--- src/design/cdq_pkg.sv ---
// ----------------------------------------------------------------------------
// cdq_pkg
// Shared types and codes for the circular deque: transaction structs,
// operation and status codes, sequencer states.
// ----------------------------------------------------------------------------
package cdq_pkg;

  // default store depth
  localparam int DEPTH_DEF = 64;

  // operation codes
  localparam logic [2:0] KIND_PUSH_FRONT = 3'd0;
  localparam logic [2:0] KIND_PUSH_REAR  = 3'd1;
  localparam logic [2:0] KIND_POP_FRONT  = 3'd2;
  localparam logic [2:0] KIND_POP_REAR   = 3'd3;
  localparam logic [2:0] KIND_DUMP       = 3'd4;

  // status codes
  localparam logic [1:0] ST_DONE  = 2'd0;
  localparam logic [1:0] ST_FULL  = 2'd1;
  localparam logic [1:0] ST_EMPTY = 2'd2;

  // request transaction
  typedef struct packed {
    logic [2:0]         kind;
    logic signed [31:0] value;
  } cdq_req_t;

  // response transaction
  typedef struct packed {
    logic [1:0]         status;
    logic signed [31:0] word;
    logic               last;
  } cdq_rsp_t;

  // sequencer states
  typedef enum logic [1:0] {
    S_IDLE,
    S_EXEC,
    S_EMIT,
    S_DUMP_OUT
  } cdq_state_t;

endpackage

--- src/design/cdq_step.sv ---
// ----------------------------------------------------------------------------
// cdq_step
// Shared index stepper: moves a store index one place up or down, wrapping
// modulo the store depth.
// ----------------------------------------------------------------------------
module cdq_step #(
  parameter int DEPTH = cdq_pkg::DEPTH_DEF
) (
  input  logic [$clog2(DEPTH)-1:0] idx,
  input  logic                     up,
  output logic [$clog2(DEPTH)-1:0] result
);

  localparam int IW = $clog2(DEPTH);
  localparam logic [IW-1:0] LAST_IDX = IW'(DEPTH - 1);

  // wrap at either end
  always_comb begin
    if (up) begin
      result = (idx == LAST_IDX) ? '0 : idx + IW'(1);
    end else begin
      result = (idx == '0) ? LAST_IDX : idx - IW'(1);
    end
  end

endmodule

--- src/design/circular_deque_unit.sv ---
// ----------------------------------------------------------------------------
// circular_deque_unit
// Double-ended queue of signed 32-bit words in a circular store, driven by a
// small sequencer around one shared index stepper.
// ----------------------------------------------------------------------------
//  channel | direction | handshake            | payload
//  req     | in        | req_valid/req_ready  | cdq_req_t  (kind, value)
//  rsp     | out       | rsp_valid/rsp_ready  | cdq_rsp_t  (status, word, last)
//
//  Push, pop or refusal: each transaction steps through accept, execute and
//  load the output register; ready is low from acceptance until the sequencer
//  is idle again, and the result then waits in the output register.
//  Dump of N entries: the single read port of the store gives one entry per
//  cycle while the output is taken each cycle.
//  Unused kind codes give no result.
//  Reset (rst, synchronous) empties the deque; store contents are not cleared.
//  A stalled output holds the sequencer in its emit or dump state.
// ----------------------------------------------------------------------------
module circular_deque_unit #(
  parameter int DEPTH = cdq_pkg::DEPTH_DEF
) (
  input  logic              clk,
  input  logic              rst,
  input  logic              req_valid,
  output logic              req_ready,
  input  cdq_pkg::cdq_req_t req,
  output logic              rsp_valid,
  input  logic              rsp_ready,
  output cdq_pkg::cdq_rsp_t rsp
);

  import cdq_pkg::*;

  localparam int IW = $clog2(DEPTH);
  localparam int OW = $clog2(DEPTH + 1);

  cdq_state_t state, state_next;

  logic [2:0]         kind;
  logic signed [31:0] value;
  logic [IW-1:0]      head, tail, ptr;
  logic [OW-1:0]      occ, cnt;
  logic [1:0]         pend_status;
  logic               pend_from_mem;

  logic signed [31:0] mem [DEPTH];
  logic signed [31:0] rdata;

  logic          full, empty, out_free, dump_last;
  logic [IW-1:0] step_idx, step_out;
  logic          step_up;
  logic          mem_we, mem_re;
  logic [IW-1:0] mem_waddr, mem_raddr;
  logic          rsp_load;
  cdq_rsp_t      rsp_next;

  assign full      = (occ == OW'(DEPTH));
  assign empty     = (occ == '0);
  assign out_free  = !rsp_valid || rsp_ready;
  assign dump_last = ((cnt + OW'(1)) == occ);

  // shared index stepper
  cdq_step #(.DEPTH(DEPTH)) u_step (
    .idx    (step_idx),
    .up     (step_up),
    .result (step_out)
  );

  // next state
  always_comb begin
    state_next = state;
    case (state)
      S_IDLE: begin
        if (req_valid) state_next = S_EXEC;
      end
      S_EXEC: begin
        case (kind)
          KIND_PUSH_FRONT, KIND_PUSH_REAR,
          KIND_POP_FRONT, KIND_POP_REAR: state_next = S_EMIT;
          KIND_DUMP: state_next = empty ? S_EMIT : S_DUMP_OUT;
          default: state_next = S_IDLE;
        endcase
      end
      S_EMIT: begin
        if (out_free) state_next = S_IDLE;
      end
      S_DUMP_OUT: begin
        if (out_free && dump_last) state_next = S_IDLE;
      end
      default: state_next = S_IDLE;
    endcase
  end

  // sequencer outputs: stepper operand, store port, result load
  always_comb begin
    req_ready = 1'b0;
    step_idx  = head;
    step_up   = 1'b1;
    mem_we    = 1'b0;
    mem_waddr = '0;
    mem_re    = 1'b0;
    mem_raddr = head;
    rsp_load  = 1'b0;
    rsp_next  = '{status: pend_status, word: (pend_from_mem ? rdata : '0), last: 1'b1};
    case (state)
      S_IDLE: begin
        req_ready = 1'b1;
      end
      S_EXEC: begin
        case (kind)
          KIND_PUSH_FRONT: begin
            step_idx  = head;
            step_up   = 1'b0;
            mem_we    = !full;
            mem_waddr = empty ? '0 : step_out;
          end
          KIND_PUSH_REAR: begin
            step_idx  = tail;
            step_up   = 1'b1;
            mem_we    = !full;
            mem_waddr = empty ? '0 : step_out;
          end
          KIND_POP_FRONT: begin
            step_idx  = head;
            step_up   = 1'b1;
            mem_re    = !empty;
            mem_raddr = head;
          end
          KIND_POP_REAR: begin
            step_idx  = tail;
            step_up   = 1'b0;
            mem_re    = !empty;
            mem_raddr = tail;
          end
          KIND_DUMP: begin
            mem_re    = !empty;
            mem_raddr = head;
          end
          default: begin
            mem_re = 1'b0;
          end
        endcase
      end
      S_EMIT: begin
        rsp_load = out_free;
      end
      S_DUMP_OUT: begin
        step_idx  = ptr;
        step_up   = 1'b1;
        rsp_load  = out_free;
        mem_re    = out_free && !dump_last;
        mem_raddr = step_out;
        rsp_next  = '{status: ST_DONE, word: rdata, last: dump_last};
      end
      default: begin
        req_ready = 1'b0;
      end
    endcase
  end

  // state register
  always_ff @(posedge clk) begin
    if (rst) begin
      state <= S_IDLE;
    end else begin
      state <= state_next;
    end
  end

  // deque control: indices, occupancy, dump walk, output valid
  always_ff @(posedge clk) begin
    if (rst) begin
      head      <= '0;
      tail      <= '0;
      occ       <= '0;
      ptr       <= '0;
      cnt       <= '0;
      rsp_valid <= 1'b0;
    end else begin
      if (state == S_EXEC) begin
        case (kind)
          KIND_PUSH_FRONT, KIND_PUSH_REAR: begin
            if (!full) begin
              occ <= occ + OW'(1);
              if (empty) begin
                head <= '0;
                tail <= '0;
              end else if (kind == KIND_PUSH_FRONT) begin
                head <= step_out;
              end else begin
                tail <= step_out;
              end
            end
          end
          KIND_POP_FRONT, KIND_POP_REAR: begin
            if (!empty) begin
              occ <= occ - OW'(1);
              if (occ == OW'(1)) begin
                head <= '0;
                tail <= '0;
              end else if (kind == KIND_POP_FRONT) begin
                head <= step_out;
              end else begin
                tail <= step_out;
              end
            end
          end
          KIND_DUMP: begin
            ptr <= head;
            cnt <= '0;
          end
          default: begin
            cnt <= cnt;
          end
        endcase
      end
      if (state == S_DUMP_OUT && out_free && !dump_last) begin
        ptr <= step_out;
        cnt <= cnt + OW'(1);
      end
      if (rsp_load) begin
        rsp_valid <= 1'b1;
      end else if (rsp_ready) begin
        rsp_valid <= 1'b0;
      end
    end
  end

  // payload: latched request, pending status, output register
  always_ff @(posedge clk) begin
    if (req_valid && req_ready) begin
      kind  <= req.kind;
      value <= req.value;
    end
    if (state == S_EXEC) begin
      pend_from_mem <= 1'b0;
      case (kind)
        KIND_PUSH_FRONT, KIND_PUSH_REAR: begin
          pend_status <= full ? ST_FULL : ST_DONE;
        end
        KIND_POP_FRONT, KIND_POP_REAR: begin
          pend_status   <= empty ? ST_EMPTY : ST_DONE;
          pend_from_mem <= !empty;
        end
        default: begin
          pend_status <= ST_EMPTY;
        end
      endcase
    end
    if (rsp_load) begin
      rsp <= rsp_next;
    end
  end

  // circular store, registered read
  always_ff @(posedge clk) begin
    if (mem_we) begin
      mem[mem_waddr] <= value;
    end
    if (mem_re) begin
      rdata <= mem[mem_raddr];
    end
  end

  // occupancy never passes the depth
  a_occ_bound: assert property (@(posedge clk) disable iff (rst)
    occ <= OW'(DEPTH))
    else $error("occupancy above depth");

  // an empty deque has both indices at zero
  a_empty_idx: assert property (@(posedge clk) disable iff (rst)
    (occ == '0) |-> (head == '0 && tail == '0))
    else $error("indices not cleared on empty deque");

  // an accepted request is executed in the next cycle
  a_accept_exec: assert property (@(posedge clk) disable iff (rst)
    (req_valid && req_ready) |=> (state == S_EXEC))
    else $error("accepted request not executed");

  // the dump walk stays inside the occupied entries
  a_dump_range: assert property (@(posedge clk) disable iff (rst)
    (state == S_DUMP_OUT) |-> (cnt < occ))
    else $error("dump walk beyond occupancy");

endmodule
--- config.mk ---
export PLATFORM = sky130hd
export DESIGN_NAME = circular_deque_unit
export DESIGN_NICKNAME = d
export VERILOG_FILES = /design/src/design/cdq_pkg.sv /design/src/design/cdq_step.sv /design/src/design/circular_deque_unit.sv
export SDC_FILE = /design/constraint.sdc
export NUM_CORES = 2
export LEC_CHECK = 0
export ABC_CLOCK_PERIOD_IN_PS = 8850
export BUFFER_PORTS_ARGS = -buffer_cell sky130_fd_sc_hd__buf_2
export CAP_MARGIN = 10
export CORE_MARGIN = 2
export CORE_UTILIZATION = 35
export DETAILED_ROUTE_END_ITERATION = 16
export SLEW_MARGIN = 20
export SYNTH_ARGS = -nofsm -noshare
export SYNTH_HDL_FRONTEND = slang
export SYNTH_SLANG_ARGS = --single-unit
--- constraint.sdc ---
create_clock -name clk -period 8.85 [get_ports clk]
set_input_delay 1.3275 -clock clk [delete_from_list [all_inputs] [get_ports clk]]
set_output_delay 1.3275 -clock clk [all_outputs]
set_load 0.005 [all_outputs]
Word-level counts from Yosys, hierarchy flattened
Memories as Yosys holds them, arrays and structs flattened. A register that Yosys moved wholly into a read port is not among the register bits.
Cells that the tools add are included.
{ "totals": {"n_memories": 1, "in_bits": 39, "register_bits": 108, "wordCells": 126, "mem_bits_rw": 2048} }
{ "classes": {"n_mux": 56, "addsub": 5, "reduce_logical": 30, "eq_ne": 20} }
{ "memory_table": {"columns": ["memory", "words", "word_bits", "read_ports", "rd_ports_with_merged_regs", "write_ports", "line", "text"], "rows": [
  ["mem", 64, 32, 1, 1, 1, "circular_deque_unit.sv:46", "logic signed [31:0] mem [DEPTH];"]
]} }
{ "ops": {"columns": ["op", "n"], "rows": [
  ["2-to-1 mux 6 bit", 23],
  ["one-hot mux 6 bit (2 select lines)", 4],
  ["2-to-1 mux 7 bit", 5],
  ["2-to-1 mux 33 bit", 1],
  ["2-to-1 mux 32 bit", 1],
  ["adder 7 x 1 -> 7 bit, second input constant", 2],
  ["one-hot mux 7 bit (2 select lines)", 1],
  ["2-to-1 mux 1 bit", 13],
  ["AND reduction 6 bit", 2],
  ["inequality test 2 bit, second input constant", 5],
  ["OR reduction 2 bit", 5],
  ["inequality test 3 bit, second input constant", 3],
  ["2-to-1 mux 2 bit", 4],
  ["one-hot mux 2 bit (2 select lines)", 2],
  ["one-hot mux 2 bit (4 select lines)", 1],
  ["nonzero test 2 bit", 4],
  ["== test 7 x 1 -> 1 bit, second input constant", 1],
  ["== test 7 bit", 1],
  ["== test 7 bit, second input constant", 1],
  ["logical NOT 7 bit", 1],
  ["subtractor 7 x 1 -> 7 bit, second input constant", 1],
  ["adder 6 x 1 -> 6 bit, second input constant", 1],
  ["== test 3 x 2 -> 1 bit, second input constant", 2],
  ["== test 6 bit, second input constant", 1],
  ["other kinds (18)", 26]
]} }

Longest topological paths before layout
{ "logic_depth": {"ltp_word": 11, "depth_mapped": 19} }

Modules after synthesis
Synthesis repeated with hierarchy kept, for this count alone.
{ "unflattened": {"hier_cells": 6071, "hier_area_um2": 86849.5} }
{ "modules_own_cells": {"columns": ["mod", "n_inst", "cells_per_inst", "area_each_um2"], "rows": [
  ["circular_deque_unit", 1, 6023, 86493.0],
  ["cdq_step", 1, 48, 356.6]
]} }

Worst setup path after synthesis
OpenSTA, ideal clock, no wires.
{ "synth_path": {"path_type": "reg-to-reg", "startpoint": "register kind[0]", "endpoint": "memory mem[10][0], enable pin", "setup_ps": 421, "arrival_ps": 4085, "stages_incl_launch_ff": 16, "synth_period_minus_slack_ps": 4506, "path_buffers": 3, "slack_ps": 4344, "cell_sequence": "edfxtp_1 nor2b_1 buf_2 mux2i_1 a21o_1 inv_2 ha_1 buf_1 a21oi_1 o21ai_0 a21oi_1 a31oi_1 and3_1 or3b_1 clkbuf_1 nor2_1"} }
{ "synth_between": {"elab_chain_cells": 10, "word_cells_on_any_way": 24, "cone_classes": "2 x add/sub; 3 x eq/ne; 14 x mux; 5 x reduce/logical"} }
{ "synth_lines": {"columns": ["element", "line", "text"], "rows": [
  ["from (decl)", "circular_deque_unit.sv:39", "logic [2:0] kind;"],
  ["from (signal assigned)", "circular_deque_unit.sv:232", "kind <= req.kind;"],
  ["== test 3 x 2 -> 1 bit / == test 3 x 1 -> 1 bit (equally long branches)", "circular_deque_unit.sv:110", "case (kind)"],
  ["OR reduction 2 bit (no line)", null, null],
  ["2-to-1 mux 6 bit", "circular_deque_unit.sv:110", null],
  ["one-hot mux 6 bit (2 select lines)", "circular_deque_unit.sv:105", "case (state)"],
  ["subtractor 6 x 1 -> 6 bit (tied with other cells)", "cdq_step.sv:22", "result = (idx == '0) ? LAST_IDX : idx - IW'(1);"],
  ["2-to-1 mux 6 bit, on equally long branches", "cdq_step.sv:22, cdq_step.sv:20", null],
  ["2-to-1 mux 6 bit", "cdq_step.sv:19", "if (up) begin"],
  ["2-to-1 mux 6 bit", "circular_deque_unit.sv:115, circular_deque_unit.sv:121", null],
  ["2-to-1 mux 6 bit", null, null],
  ["2-to-1 mux 6 bit", "circular_deque_unit.sv:105", null],
  ["to (decl)", "circular_deque_unit.sv:46", null]
]} }
Several ways; a longest one is shown, not always the timed one.

Worst setup path after layout
{ "layout_path": {"startpoint": "register state[1]", "endpoint": "register rdata[16], read port of mem (data pin)"} }
{ "layout_between": {"elab_chain_cells": 6, "word_cells_on_any_way": 13, "cone_classes": "2 x add/sub; 3 x eq/ne; 7 x mux; 1 x reduce/logical"} }
{ "layout_lines": {"columns": ["element", "line", "text"], "rows": [
  ["from (decl)", "circular_deque_unit.sv:37", "cdq_state_t state, state_next;"],
  ["from (signal assigned)", "circular_deque_unit.sv:166", "state <= state_next;"],
  ["== test 2 bit / == test 2 x 1 -> 1 bit (equally long branches)", "circular_deque_unit.sv:105", null],
  ["one-hot mux 6 bit (2 select lines)", "circular_deque_unit.sv:105", null],
  ["subtractor 6 x 1 -> 6 bit (tied with other cells)", "cdq_step.sv:22", null],
  ["2-to-1 mux 6 bit, on equally long branches", "cdq_step.sv:22, cdq_step.sv:20", null],
  ["2-to-1 mux 6 bit", "cdq_step.sv:19", null],
  ["one-hot mux 6 bit (2 select lines)", "circular_deque_unit.sv:105", null],
  ["to (decl)", "circular_deque_unit.sv:47", "logic signed [31:0] rdata;"]
]} }
Several ways; a longest one is shown, not always the timed one.
A chain may end at the register's enable or synchronous reset.

==> key figures <==
Worst setup path
  – Family with the most delay on the worst path: simple AND/OR/NAND/NOR gates
  – Setup CP Type: reg2reg
  – Critical Path, Cell by Cell: nand2_1 > o22ai_1 > a21o_1 > inv_2 > ha_1 > nand3_1 > and4_1 > or2_4 > buf_4 > buf_4 > nand3_1 > o22ai_1 > a211o_1 > nor4_2
  – Buf+Inv Stages, Crit Path: 3
  – Critical Path Start Type: flop
  – CP max stage delay: 0.84 ns
  – Arrival time of the worst setup path: between 6 and 7 ns
  – Max Fanout on Critical Path: between 40 and 50
  – Worst setup EP type: flop
  – WP data required: between 9 and 10 ns
  – Critical path's slowest cell: dfxtp_1

GRT
  – Vias in the first global route: just over 50000
  – Largest net degree at the start of global routing: approximately 170
  – Total global-route track usage: 19.9%
  – GRT met1 Usage: between 20 and 30%
  – Global-route wire length before repair: roughly 370000 um
  – GRT overflow: 0
  – Global route hottest layer: met2
  – Initial antenna violation count: 8
  – GR Util met3: approximately 3.6%
  – M2 GR Usage: between 30% and 40%

Logic synthesis
  – FFs w/ async S/R, synth: 0%
  – Gate Count Post-Synth: ~5900
  – Post-Syn Nets: a little under 6000
  – Number of synthesized flops with an enable pin: about 2200
  – YS warnings: 0
  – Mean post-synth cell area: between 10 and 15 um^2
  – Synthesized area: 86800 um^2
  – Primary FF master, synth: edfxtp_1
  – Post-synthesis sequential area ratio: 75.3%
  – Synth unique cells: 79
  – Flops & latches, synth: between 2000 and 2500

Power and ir drop
  – Tot Pwr: about 25000 uW
  – Cell Pwr Density: roughly 250 nW/um^2
  – Peak VDD IR: 0.000175 V
  – Leakage: between 0.03 and 0.04 uW

Clock tree
  – CTS buffer count: 215
  – Clock sinks: around 2200
  – Clk buf depth: 3
  – Post-CTS Resized: 0
  – CTS tree: built
  – Root buffer cell: clkbuf_16
  – Worst-skew pair later-pin latency: just under 0.9 ns
  – Post-CTS Setup Inserts: 0
  – Clock transition at path regs: about 0.060 ns
  – Hold-fix buffers, CTS: 0
  – H-tree lvl count: 4

Min path
  – Hold Crit Class: reg2reg

Drt
  – Vias per cell: ~5.6
  – Pre-Repair DR Iteration Count: 6
  – DR iter-0 viols: ~7300
  – Post-DR wirelength/cell: 27.1 um
  – Routed vias: about 53000
  – DRC Markers: 0
  – Drt total wl: 256000 um
  – ANT nets after route: 0

Layout
  – Commonest non-fill, non-tap cell in the layout: edfxtp_1
  – Fin util: about 40%
  – Final Non-Filler Cells: approximately 9500
  – Syn-to-layout area delta: 13.2%
  – Commonest cells after routing, fill and taps aside: edfxtp_1 (2153), nand2_1 (977), nand3_1 (576)
  – Layout cell share with drive strength beyond 1: a little under an eighth
  – Nets@finish: about 6000

STA
  – Minimum clock period: between 6 and 7 ns
  – RSZ-0062 raised after global routing: no
  – Hold_ws: ~0.50 ns
  – Final-report setup violation count: 0
  – Max Clock Skew: roughly 0.053 ns
  – Max-slew headroom: around a quarter
  – Fin. Hold Viols: 0
  – Final period util: ~71%
  – Setup TNS: 0 ns
  – Max Clock Freq: 0.160 GHz
  – Slew @ Worst Pin: 1.15 ns
  – Slew Limit Fails: 0

Placement
  – Cells after DPL: ~9100
  – Gp weighted congestion: around 0.89
  – IO buf count: 75
  – HPWL Detailed: 140000 um

Die
  – Row count: 182
  – Die height: 502 um
  – Initial Util: between 30% and 40%
  – Core area: ~250000 um^2
  – Die Wd: between 500 and 600 um
  – Io pins: 76
  – Die area: 252000 um^2

Run
  – Max_cap viols: 0

Run status
  – Outcome: completed
[layer usage]
layer  wire length [um]  vias to the layer above
li1                   -                    23000
met1             105000                    27300
met2             119000                     2752
met3              23900                      395
met4               7880                        0
met5                  0                        -
[synth_stat cells (all sizes together) (74+ instances only)]
master,n,area [um^2]
a21oi,239,1210
a31oi,184,1150
a32o,74,741
and3,183,1140
buf,196,1180
clkbuf,224,841
edfxtp,2153,64700
mux2i,213,2130
nand2,979,3680
nand3,577,2890
nor2,148,561
o211ai,76,586
o21ai,83,427
[area by class of cell]
cell class	instances	area, um^2
flip-flops and latches	2188	65400
fillers	22500	148000
clock inverters	129	1290
well taps	3312	4140
repair buffers	241	1760
clock buffers	264	5650
inverters	16	60.1
diodes	8	20.0
multi-input cells	3296	20000
[power by group]
part	leakage (uW)	switching [uW]	internal, uW
clock network	0.00338	3920	5160
registers	0.0197	67.9	11700
logic	0.00949	2890	1160
total	0.0325	6880	18000
[logic make-up (layout without fill, tap and decap cells)]
group           count (synthesis)  in the layout  share of synthesized area (%)
compound gates                957            957                           7.58
simple gates                 2050           2050                           10.8
buf+inv                       436            650                           2.40
mux                           263            263                           3.62
fa+ha+maj                       7              7                          0.101
xor+xnor                       19             19                          0.192
other cells                     0              8                              0
flops                        2188           2188                           75.3
[stage by stage]
step,worst slack (ns),area (um^2)
4_1_cts,2.78,98200
5_1_grt,2.31,98300
3_5_place_dp,2.82,91300
3_3_place_gp,2.98,91300
2_1_floorplan,4.34,86800
6_report,2.58,98300
[sequential cells by signal, summed over array words and instances (netlist names)]
register	count
rdata	32
rsp	35
cnt	7
value	32
rsp_valid	1
occ	7
kind	3
tail	6
pend_from_mem	1
head	6
pend_status	2
mem	2048
ptr	6
state	2
[path summary, 6_finish.rpt]
| kind | start | to | slack [ns] | cells after the start |
|---|---|---|---|---|
| worst max-delay path | state[1] | rdata[16] | 2.58 | 14 |
| worst min-delay path | cnt[1] | cnt[1] | 0.50 | 2 |
| worst max register to register | state[1] | rdata[16] | 2.58 | 14 |
| worst min register to register | cnt[1] | cnt[1] | 0.50 | 2 |
[tightest hold or removal path: stages, from the launching register on]
cell	delay (ns)
dfxtp_1	0.33
nand3_1	0.07
a21oi_1	0.06
Note: power is estimated with default switching activity, not from simulation.
